File: src/rtl/core/hdupf_pkg.sv
// shared types and constants for the hid descriptor usage page finder
// no dependencies
`default_nettype none

package hdupf_pkg;

  // descriptor byte decode
  localparam logic [7:0] LONG_MASK   = 8'hF0;
  localparam logic [7:0] SIZE_MASK   = 8'h03;
  localparam logic [7:0] PAGE_MASK   = 8'hFC;
  localparam logic [7:0] PAGE_PREFIX = 8'h04;

  // search status codes
  localparam logic [1:0] ST_NOT_FOUND = 2'd0;
  localparam logic [1:0] ST_FOUND     = 2'd1;
  localparam logic [1:0] ST_TRUNCATED = 2'd2;

  typedef enum logic [1:0] {
    PH_HEADER   = 2'd0,
    PH_LONG_LEN = 2'd1,
    PH_LONG_TAG = 2'd2,
    PH_DATA     = 2'd3
  } phase_e;

  // one registered descriptor byte
  typedef struct packed {
    logic       last;
    logic [7:0] data;
  } beat_t;

  // one search result
  typedef struct packed {
    logic       valid;
    logic [1:0] status;
  } res_t;

  // short item size code to data byte count
  function automatic logic [2:0] size_bytes(input logic [1:0] code);
    logic [2:0] n;
    case (code)
      2'd0:    n = 3'd0;
      2'd1:    n = 3'd1;
      2'd2:    n = 3'd2;
      default: n = 3'd4;
    endcase
    return n;
  endfunction

endpackage

`default_nettype wire

File: src/rtl/core/hdupf_in_reg.sv
// input register stage for the usage page finder
// depends on hdupf_pkg
`default_nettype none

module hdupf_in_reg (
  input  wire logic          clk_i,
  input  wire logic          rst_ni,
  input  wire logic          in_valid_i,
  output logic               in_stall_o,
  input  wire logic [7:0]    desc_byte_i,
  input  wire logic          last_byte_i,
  input  wire logic          out_free_i,
  output logic               fire_o,
  output hdupf_pkg::beat_t   beat_o
);
  import hdupf_pkg::*;

  logic  valid_q, valid_d;
  beat_t beat_q;
  logic  accept;

  // only a last byte needs room in the result register
  assign fire_o     = valid_q && (!beat_q.last || out_free_i);
  assign in_stall_o = valid_q && !fire_o;
  assign accept     = in_valid_i && !in_stall_o;
  assign beat_o     = beat_q;

  always_comb begin
    valid_d = valid_q;
    if (accept) begin
      valid_d = 1'b1;
    end else if (fire_o) begin
      valid_d = 1'b0;
    end
  end

  always_ff @(posedge clk_i or negedge rst_ni) begin
    if (!rst_ni) begin
      valid_q <= 1'b0;
    end else begin
      valid_q <= valid_d;
    end
  end

  always_ff @(posedge clk_i) begin
    if (accept) begin
      beat_q.data <= desc_byte_i;
      beat_q.last <= last_byte_i;
    end
  end

endmodule

`default_nettype wire

File: src/rtl/core/hdupf_parser.sv
// item parser state and usage page match for the usage page finder
// depends on hdupf_pkg
`default_nettype none

module hdupf_parser (
  input  wire logic          clk_i,
  input  wire logic          rst_ni,
  input  wire logic          cfg_valid_i,
  input  wire logic [15:0]   cfg_data_i,
  input  wire logic          fire_i,
  input  hdupf_pkg::beat_t   beat_i,
  output hdupf_pkg::res_t    res_o
);
  import hdupf_pkg::*;

  logic [15:0] target_q;
  phase_e      phase_q, phase_d;
  logic [7:0]  left_q, left_d;
  logic        page_q, page_d;
  logic [31:0] accum_q, accum_d;
  logic [1:0]  pos_q, pos_d;
  logic        found_q, found_d;
  logic [7:0]  b;
  logic [1:0]  size_code;
  logic [31:0] lane_val;
  logic        page_hdr;

  assign b         = beat_i.data;
  assign size_code = 2'(b & SIZE_MASK);
  assign lane_val  = 32'(b) << {pos_q, 3'b000};
  assign page_hdr  = (b & PAGE_MASK) == PAGE_PREFIX;

  always_comb begin
    phase_d = phase_q;
    left_d  = left_q;
    page_d  = page_q;
    accum_d = accum_q;
    pos_d   = pos_q;
    found_d = found_q;
    res_o   = '0;
    if (fire_i) begin
      // once found, bytes up to the end are ignored
      if (!found_q) begin
        case (phase_q)
          PH_HEADER: begin
            if ((b & LONG_MASK) == LONG_MASK) begin
              phase_d = PH_LONG_LEN;
            end else begin
              page_d  = page_hdr;
              accum_d = '0;
              pos_d   = '0;
              if (size_code == 2'd0) begin
                // empty usage page has the value zero
                if (page_hdr && target_q == '0) begin
                  found_d = 1'b1;
                end
                page_d = 1'b0;
              end else begin
                left_d  = 8'(size_bytes(size_code));
                phase_d = PH_DATA;
              end
            end
          end
          PH_LONG_LEN: begin
            left_d  = b;
            phase_d = PH_LONG_TAG;
          end
          PH_LONG_TAG: begin
            page_d  = 1'b0;
            phase_d = (left_q != '0) ? PH_DATA : PH_HEADER;
          end
          PH_DATA: begin
            if (page_q) begin
              accum_d = accum_q | lane_val;
              pos_d   = pos_q + 2'd1;
            end
            if (left_q != '0) begin
              left_d = left_q - 8'd1;
            end
            if (left_d == '0) begin
              phase_d = PH_HEADER;
              if (page_q && accum_d == {16'b0, target_q}) begin
                found_d = 1'b1;
              end
              page_d = 1'b0;
            end
          end
          default: begin
            phase_d = PH_HEADER;
          end
        endcase
      end
      if (beat_i.last) begin
        res_o.valid = 1'b1;
        if (found_d) begin
          res_o.status = ST_FOUND;
        end else if (phase_d == PH_DATA && page_d) begin
          res_o.status = ST_TRUNCATED;
        end else begin
          res_o.status = ST_NOT_FOUND;
        end
        // back to the start for the next descriptor
        phase_d = PH_HEADER;
        left_d  = '0;
        page_d  = 1'b0;
        accum_d = '0;
        pos_d   = '0;
        found_d = 1'b0;
      end
    end
  end

  always_ff @(posedge clk_i or negedge rst_ni) begin
    if (!rst_ni) begin
      target_q <= '0;
      phase_q  <= PH_HEADER;
      left_q   <= '0;
      page_q   <= 1'b0;
      accum_q  <= '0;
      pos_q    <= '0;
      found_q  <= 1'b0;
    end else begin
      if (cfg_valid_i) begin
        target_q <= cfg_data_i;
      end
      phase_q <= phase_d;
      left_q  <= left_d;
      page_q  <= page_d;
      accum_q <= accum_d;
      pos_q   <= pos_d;
      found_q <= found_d;
    end
  end

endmodule

`default_nettype wire

File: src/rtl/core/hdupf_out_reg.sv
// result register for the usage page finder
// depends on hdupf_pkg
`default_nettype none

module hdupf_out_reg (
  input  wire logic        clk_i,
  input  wire logic        rst_ni,
  input  hdupf_pkg::res_t  res_i,
  output logic             out_free_o,
  output logic             out_valid_o,
  input  wire logic        out_stall_i,
  output logic [1:0]       search_status_o
);
  import hdupf_pkg::*;

  logic       valid_q, valid_d;
  logic [1:0] status_q;

  assign out_free_o      = !valid_q || !out_stall_i;
  assign out_valid_o     = valid_q;
  assign search_status_o = status_q;

  always_comb begin
    valid_d = valid_q && out_stall_i;
    if (res_i.valid) begin
      valid_d = 1'b1;
    end
  end

  always_ff @(posedge clk_i or negedge rst_ni) begin
    if (!rst_ni) begin
      valid_q <= 1'b0;
    end else begin
      valid_q <= valid_d;
    end
  end

  always_ff @(posedge clk_i) begin
    if (res_i.valid) begin
      status_q <= res_i.status;
    end
  end

endmodule

`default_nettype wire

File: src/rtl/core/hid_descriptor_usage_page_finder_top.sv
// top level of the hid report descriptor usage page finder
// depends on hdupf_pkg, hdupf_in_reg, hdupf_parser, hdupf_out_reg
`default_nettype none

// usage:
//   input channel: one descriptor byte per transaction (desc_byte_i) with
//   last_byte_i marking the final byte; a transaction completes when
//   in_valid_i is high and in_stall_o is low
//   output channel: one search_status_o transaction per descriptor, issued
//   for the last byte only (0 not found, 1 found, 2 truncated usage page)
//   config channel: target_usage_page_i is written when cfg_valid_i and
//   cfg_ready_o are high; ready is always high, write only while idle
// path: a last byte goes from the input register to the result register
// throughput: one byte per cycle while in_stall_o is low; the parse state
//   update is a single registered pass between the input register and the result register
// stall: while the result register holds an untaken result, non-last bytes
//   still flow; a last byte waits in the input register and in_stall_o rises
// reset: clears the parse state, the valid flags and the target page
//   (target resets to zero); no clearing pass is needed
module hid_descriptor_usage_page_finder_top (
  input  wire logic        clk_i,
  input  wire logic        rst_ni,
  // descriptor byte channel
  input  wire logic        in_valid_i,
  output logic             in_stall_o,
  input  wire logic [7:0]  desc_byte_i,
  input  wire logic        last_byte_i,
  // result channel
  output logic             out_valid_o,
  input  wire logic        out_stall_i,
  output logic [1:0]       search_status_o,
  // target page register
  input  wire logic        cfg_valid_i,
  output logic             cfg_ready_o,
  input  wire logic [15:0] target_usage_page_i
);
  import hdupf_pkg::*;

  logic  fire;
  logic  out_free;
  beat_t beat;
  res_t  res;

  // register writes never wait
  assign cfg_ready_o = 1'b1;

  // stage one: registered input byte
  hdupf_in_reg u_in_reg (
    .clk_i       (clk_i),
    .rst_ni      (rst_ni),
    .in_valid_i  (in_valid_i),
    .in_stall_o  (in_stall_o),
    .desc_byte_i (desc_byte_i),
    .last_byte_i (last_byte_i),
    .out_free_i  (out_free),
    .fire_o      (fire),
    .beat_o      (beat)
  );

  // item walk, page gather and compare
  hdupf_parser u_parser (
    .clk_i       (clk_i),
    .rst_ni      (rst_ni),
    .cfg_valid_i (cfg_valid_i),
    .cfg_data_i  (target_usage_page_i),
    .fire_i      (fire),
    .beat_i      (beat),
    .res_o       (res)
  );

  // stage two: result register toward the receiver
  hdupf_out_reg u_out_reg (
    .clk_i           (clk_i),
    .rst_ni          (rst_ni),
    .res_i           (res),
    .out_free_o      (out_free),
    .out_valid_o     (out_valid_o),
    .out_stall_i     (out_stall_i),
    .search_status_o (search_status_o)
  );

endmodule

`default_nettype wire

File: config.mk
export PLATFORM = sky130hd
export DESIGN_NAME = hid_descriptor_usage_page_finder_top
export DESIGN_NICKNAME = d
export VERILOG_FILES = /design/src/rtl/core/hdupf_pkg.sv /design/src/rtl/core/hdupf_in_reg.sv /design/src/rtl/core/hdupf_parser.sv /design/src/rtl/core/hdupf_out_reg.sv /design/src/rtl/core/hid_descriptor_usage_page_finder_top.sv
export SDC_FILE = /design/constraint.sdc
export NUM_CORES = 1
export LEC_CHECK = 0
export BUFFER_PORTS_ARGS = -buffer_cell sky130_fd_sc_hd__buf_4
export CORE_MARGIN = 2
export CORE_UTILIZATION = 40
export DETAILED_ROUTE_END_ITERATION = 12
export HOLD_SLACK_MARGIN = 0.15
export SLEW_MARGIN = 20
export SYNTH_ARGS = -nofsm -noshare
export SYNTH_HDL_FRONTEND = slang
export SYNTH_SLANG_ARGS = --single-unit
export TNS_END_PERCENT = 5
File: constraint.sdc
create_clock -name clk_i -period 2.3 [get_ports clk_i]
set_clock_uncertainty 0.1 [all_clocks]
set_input_delay 0 -clock clk_i [delete_from_list [all_inputs] [get_ports clk_i]]
set_output_delay 0 -clock clk_i [all_outputs]
set_load 0.02 [all_outputs]
# [Word level (Yosys, flattened, before mapping)]
# Index checks and enable logic that the tools add are counted.
[totals] regBits=75 input_bits=30 out_inout_bits=5 elab_cells=113
[classes] addsub=2 n_eq_ne=13 n_shift=1 muxes=54 bitwise_logic=3 reduce_logical=27
[op_table] op="$mux W32" n=7
[op_table] op="$mux W8" n=8
[op_table] op="$pmux W32 S2" n=1
[op_table] op="$eq A32 B16 Y1" n=1
[op_table] op="$or A32 B32 Y32" n=1
[op_table] op="$shl A8 B5 Y32" n=1
[op_table] op="$mux W2" n=13
[op_table] op="$pmux W8 S3" n=1
[op_table] op="$mux W1" n=17
[op_table] op="$logic_not A16 Y1" n=1
[op_table] op="$reduce_and A5 Y1" n=2
[op_table] op="$eq A2 B2 Y1 const B" n=4
[op_table] op="$logic_not A8 Y1" n=1
[op_table] op="$pmux W2 S4" n=1
[op_table] op="$reduce_bool A8 Y1" n=1
[op_table] op="$sub A8 B1 Y8 const B" n=1
[op_table] op="$logic_and A1 B1 Y1" n=7
[op_table] op="$eq A6 B1 Y1 const B" n=1
[op_table] op="$mux W3" n=2
[op_table] op="$ne A3 B3 Y1 const B" n=2
[op_table] op="$pmux W3 S2" n=1
[op_table] op="$logic_not A1 Y1" n=5
[op_table] op="$eq A2 B1 Y1 const B" n=2
[op_table] op="$eq A4 B4 Y1 const B" n=1
[op_table] op="15 further kinds" n=18

# [Logic depth before layout (Yosys ltp)]
[depth] depth_word=17 ltp_mapped=9

# [Modules after synthesis]
# From an unflattened synthesis, not the netlist that was laid out.
[hier_totals] hier_cells=369 area_unflattened_um2=3831.2
[modules_own_cells] module="hdupf_parser" instances=1 cells_per_inst=346 area_each_um2=3380.7
[modules_own_cells] module="hdupf_in_reg" instances=1 cells_per_inst=16 area_each_um2=342.8
[modules_own_cells] module="hdupf_out_reg" instances=1 cells_per_inst=5 area_each_um2=96.3
[modules_own_cells] module="hid_descriptor_usage_page_finder_top" instances=1 cells_per_inst=2 area_each_um2=11.3

# [Worst setup path before layout]
# Ideal clock, no wire load.
[synth_path] path_kind="reg-to-reg" start="register u_parser.left_q[0]" end="register u_out_reg.status_q[1], in the netlist u_out_reg.search_status_o[1], data pin" setup_time_ns=0.256 t_arrival_ns=1.941 setup_slack_ns=0.002 stages_incl_launch_ff=10 path_buffers=0 path_cell_list="dfrtp_1 > inv_1 > ha_1 > nor3b_2 > xnor2_1 > and4_4 > o221ai_4 > nor4_2 > a211oi_2 > and4b_1"
[synth_via] elab_chain_len=13
[synth_rtl] element="start: declaration" line="hdupf_parser.sv:18" text="logic [7:0] left_q, left_d;"
[synth_rtl] element="start signal: assignment" line="hdupf_parser.sv:127" text="left_q <= left_d;"
[synth_rtl] element="$sub A8 B1 Y8 or $reduce_bool A8 Y1 (tied branches)" line="hdupf_parser.sv:78, hdupf_parser.sv:70, hdupf_parser.sv:77"
[synth_rtl] element="$mux W8" line="hdupf_parser.sv:77" text="if (left_q != '0) begin"
[synth_rtl] element="$mux W8" line="hdupf_parser.sv:44" text="case (phase_q)"
[synth_rtl] element="$mux W8" line="hdupf_parser.sv:43" text="if (!found_q) begin"
[synth_rtl] element="$mux W8" line="hdupf_parser.sv:41" text="if (fire_i) begin"
[synth_rtl] element="$logic_not A8 Y1" line="hdupf_parser.sv:80" text="if (left_d == '0) begin"
[synth_rtl] element="$mux W2" line="hdupf_parser.sv:80"
[synth_rtl] element="$pmux W2 S4" line="hdupf_parser.sv:44"
[synth_rtl] element="$mux W2" line="hdupf_parser.sv:43"
[synth_rtl] element="$mux W2" line="hdupf_parser.sv:41"
[synth_rtl] element="$eq A2 B2 Y1" line="hdupf_parser.sv:97" text="end else if (phase_d == PH_DATA && page_d) begin"
[synth_rtl] element="$logic_and A1 B1 Y1" line="hdupf_parser.sv:97"
[synth_rtl] element="$mux W2" line="hdupf_parser.sv:97"
[synth_rtl] element="end signal: assignment" line="hdupf_out_reg.sv:40" text="status_q <= res_i.status;"
[synth_rtl] element="end: declaration" line="hdupf_out_reg.sv:17" text="logic [1:0] status_q;"
# Several ways; a longest one is shown, not always the timed one. The select of a mux whose other input is x is not followed.
# A chain may end at the register's enable or synchronous reset.

# [Final worst setup path]
[layout_path] start="register u_parser.page_q" end="register u_out_reg.status_q[1], in the netlist u_out_reg.search_status_o[1], data pin"
[layout_via] elab_chain_len=12
[layout_rtl] element="start: declaration" line="hdupf_parser.sv:19" text="logic page_q, page_d;"
[layout_rtl] element="start signal: assignment" line="hdupf_parser.sv:128" text="page_q <= page_d;"
[layout_rtl] element="$mux W32" line="hdupf_parser.sv:73" text="if (page_q) begin"
[layout_rtl] element="$mux W32" line="hdupf_parser.sv:44"
[layout_rtl] element="$mux W32" line="hdupf_parser.sv:43"
[layout_rtl] element="$mux W32" line="hdupf_parser.sv:41"
[layout_rtl] element="$eq A32 B16 Y1" line="hdupf_parser.sv:82" text="if (page_q && accum_d == {16'b0, target_q}) begin"
[layout_rtl] element="$logic_and A1 B1 Y1" line="hdupf_parser.sv:82"
[layout_rtl] element="$mux W1" line="hdupf_parser.sv:82"
[layout_rtl] element="$mux W1" line="hdupf_parser.sv:80"
[layout_rtl] element="$pmux W1 S2" line="hdupf_parser.sv:44"
[layout_rtl] element="$mux W1" line="hdupf_parser.sv:43"
[layout_rtl] element="$mux W1" line="hdupf_parser.sv:41"
[layout_rtl] element="$reduce_or A3 Y1 (no source line)"
# Several ways; a longest one is shown, not always the timed one. The select of a mux whose other input is x is not followed.

==> impl_metrics.csv <==
group,metric,value,unit
setup_path,worst-path-max-fanout,7,
place,dp_worst_setup_slack,-0.0395,ns
final_layout,layout.nets,524,
setup_path,critical_path_arrival,2.32,ns
sta,finalCriticalPeriod,2.32,ns
clocking,root_buffer,"clkbuf_8",
outcome,outcome,"finished with violations",
global_routing,grt_antenna_before_repair,0,
synth,syn_inst,387,
power,power_density,799,nW/um2
global_routing,grt_first_pass_wirelength,16.2,mm
die,io_pins,35,
synth,ys_ff_latch,75,
setup_path,worstPathRequired,2.31,ns
sta,finalHoldViolCount,0,
place,placed_area,4420,um2
sta,maxSlewViolCount,0,
setup_path,path_class,"reg2reg",
final_layout,commonest_non_fill_non_tap_cells_in_the_layout,"buf_4 (65), dfrtp_1 (61), nor2_1 (54), dlygate4sd3_1 (45), a21oi_1 (44)",
synth,ys.flop_type,"dfrtp_1",
clocking,clock_tree_from_tritoncts,"yes",
flow_run,max-cap-violations,0,
place,placement.io_buffers,33,
sta,finalCritPeriodShare,1.01,
synth,synth-edff-count,11,
global_routing,global_route.usage.total,0.201,
die,design.die.area,10500,um2
detailed_routing,wl_per_cell,15.9,um
synth,synth_fp_nets,426,
detailed_routing,route.antenna.remaining_nets,0,
clocking,cts-buffers-inserted,9,
setup_path,cp_slowest_stage_delay,0.45,ns
synth,ys_seq_area_frac,0.498,
detailed_routing,post-route-drc-count,0,
synth,synthesis.area_per_instance,10.0,um2
power,p_total,0.00409,W
final_layout,fill_cells,789,
global_routing,grt_start_max_net_pins,65,
synth,synth.lib_cells_used.distinct,56,
die,start_util,0.416,
outcome,failed_checks,"negative setup slack",
sta,maxClockFrequency,431,MHz
place,routabilityCongestion,0.881,
place,hpwl,6.82,mm
final_layout,areaGrowthSynthToFinish,32.0,%
clocking,maximum_clock_insertion_buffer_count,2,
detailed_routing,drt_iter0_markers,202,
sta,hold-worst-slack,0.171,ns
global_routing,grt_overflow_total,0,
die,design.core.area,9330,um2
detailed_routing,finalWirelength,9.83,mm
setup_path,critPathLaunchType,"register",
synth,yosys_warnings,0,
detailed_routing,via_count,3246,
detailed_routing,viasPerCell,5.24,
sta,rsz0062_at_grt,"true",
die,horizontal_extent_of_the_die,103,um
detailed_routing,drt_pre_antenna_iters,4,
sta,report.final.setup_viol,1,
power,p_leak,2.19,nW
clocking,cts_sinks,75,
die,floorplan.rows,35,
sta,worst-slew-pin-transition,0.831,ns
setup_path,worstSetupEndpointType,"register",
clocking,worst_setup_hold_path_clk_slew,0.08,ns
clocking,clock_latency_on_the_worst_skew_pair,0.35,ns
power,irDropWorstVdd,0.433,mV
die,floorplan.die.height,103,um
final_layout,drive_above_1_share,0.251,
worst_hold_path,worst_hold_class,"in2async",
final_layout,layout.cells.most_common,"buf_4",
final_layout,diodes,0,
clocking,level_count_of_the_clock_h_tree,3,
setup_path,slowest_stage,"dfrtp_2",
synth,postSynth.asyncResetShare,0.853,
setup_path,crit_chain,"and3b_2, a21oi_1, xor2_1, nand4_1, nor4_4, a211oi_2, and4b_1",
sta,setup_ws,-0.0181,ns
final_layout,design_area,5120,um2
global_routing,via_count_of_the_first_global_routing_pass,3271,
synth,syn_area,3880,um2
sta,slew_headroom,0.446,
## critical path: cells and delay by family (launching register included)
kind,cells,cell delay [ns]
compound gates,2,0.30
flops,1,0.45
xor+xnor,1,0.17
simple gates,4,1.05
## registers in the layout (all words and copies together), names as in the netlist
name and count:
u_parser.accum_q 32, u_parser.target_q 16, u_in_reg.beat_o 9, u_parser.left_q 8
u_out_reg.search_status_o 2, u_parser.phase_q 2, u_parser.pos_q 2, u_in_reg.valid_q 1
u_out_reg.out_valid_o 1, u_parser.found_q 1, u_parser.page_q 1
## worst paths after layout
path	from	to	slack, ns	cells after the start
setup / recovery	u_parser.page_q	u_out_reg.search_status_o[1]	-0.02	7
hold / removal	rst_ni	u_in_reg.valid_q	0.17	2
setup reg to reg	u_parser.page_q	u_out_reg.search_status_o[1]	-0.02	7
hold reg to reg	u_parser.accum_q[7]	u_parser.accum_q[7]	0.40	2
max in group asynchronous	rst_ni	u_parser.left_q[2]	1.30	2
min in group clk_i	desc_byte_i[5]	u_in_reg.beat_o[5]	0.27	2
## cells by family (layout without fill, tap and decap cells)
| kind of cell | after synthesis | after routing | synth area share |
|---|---|---|---|
| other cells | 1 | 1 | 0.000966 |
| compound gates | 98 | 98 | 0.158 |
| simple gates | 131 | 131 | 0.181 |
| buf+inv | 37 | 140 | 0.0409 |
| xor+xnor | 19 | 19 | 0.0429 |
| fa+ha+maj | 9 | 9 | 0.0290 |
| mux | 17 | 17 | 0.0493 |
| flops | 75 | 75 | 0.498 |
## final cells by class
cell class | instances | area [um2] | share of cell area
Sequential cell | 75 | 1940 | 0.378
Timing Repair Buffer | 111 | 958 | 0.187
Clock buffer | 10 | 128 | 0.0249
Tap cell | 129 | 161 | 0.0315
Multi-Input combinational cell | 275 | 1830 | 0.357
Clock inverter | 6 | 62.6 | 0.0122
Inverter | 13 | 48.8 | 0.00953
## power by group
part	internal (W)	leakage [nW]	switching (W)
Clock	0.000502	0.0970	0.000498
Combinational	0.000707	1.15	0.000806
Sequential	0.00145	0.951	0.000133
Total	0.00266	2.19	0.00144
## per-stage QoR
| stage | TNS, ns | util | std cells |
|---|---|---|---|
| 5_1_grt | -0.146 | 0.549 | 619 |
| 2_1_floorplan | 0 | - | 387 |
| 3_3_place_gp | 0 | 0.474 | 555 |
| 3_5_place_dp | -0.0395 | 0.474 | 555 |
| 4_1_cts | 0 | 0.545 | 617 |
| 6_report | -0.0181 | 0.549 | 619 |
## routing by layer
metal  GRT usage  vias up  part of all wire
met5           0        -                 0
met4      0.0749        0             0.021
met3      0.0414       21             0.042
met2       0.309       96              0.48
met1       0.281     1558              0.46
li1            -     1571                 -
## repair_timing
item                       in CTS  in global routing
gates resized for setup         5                  7
hold buffers                   45                  0
setup endpoints to repair       1                 30
hold endpoints to repair      102                  0
buffers inserted                1                  2
pin swaps                       6                  3
## synthesized netlist by cell type (3+ instances only)
cell      instances  share of area
dfrtp_1          64           0.41
nor2_1           54          0.052
a21oi_1          45          0.058
nand2_1          18          0.017
mux2_2           16          0.046
clkbuf_1         14          0.014
xor2_1           14          0.032
inv_1            13          0.013
a31oi_1          12          0.019
edfxtp_1         11          0.085
nand3_1          10          0.013
ha_1              9          0.029
o21ai_0           9          0.012
o21ai_1           9          0.012
nor4_1            8          0.013
buf_2             7         0.0090
nand4_1           6         0.0097
nor3_1            5         0.0064
xnor2_1           5          0.011
nand2b_1          4         0.0064
nor2b_1           4         0.0064
o31ai_1           4         0.0077
a21oi_2           3         0.0068
and2_1            3         0.0048
Power figures use the tool's default switching activity.
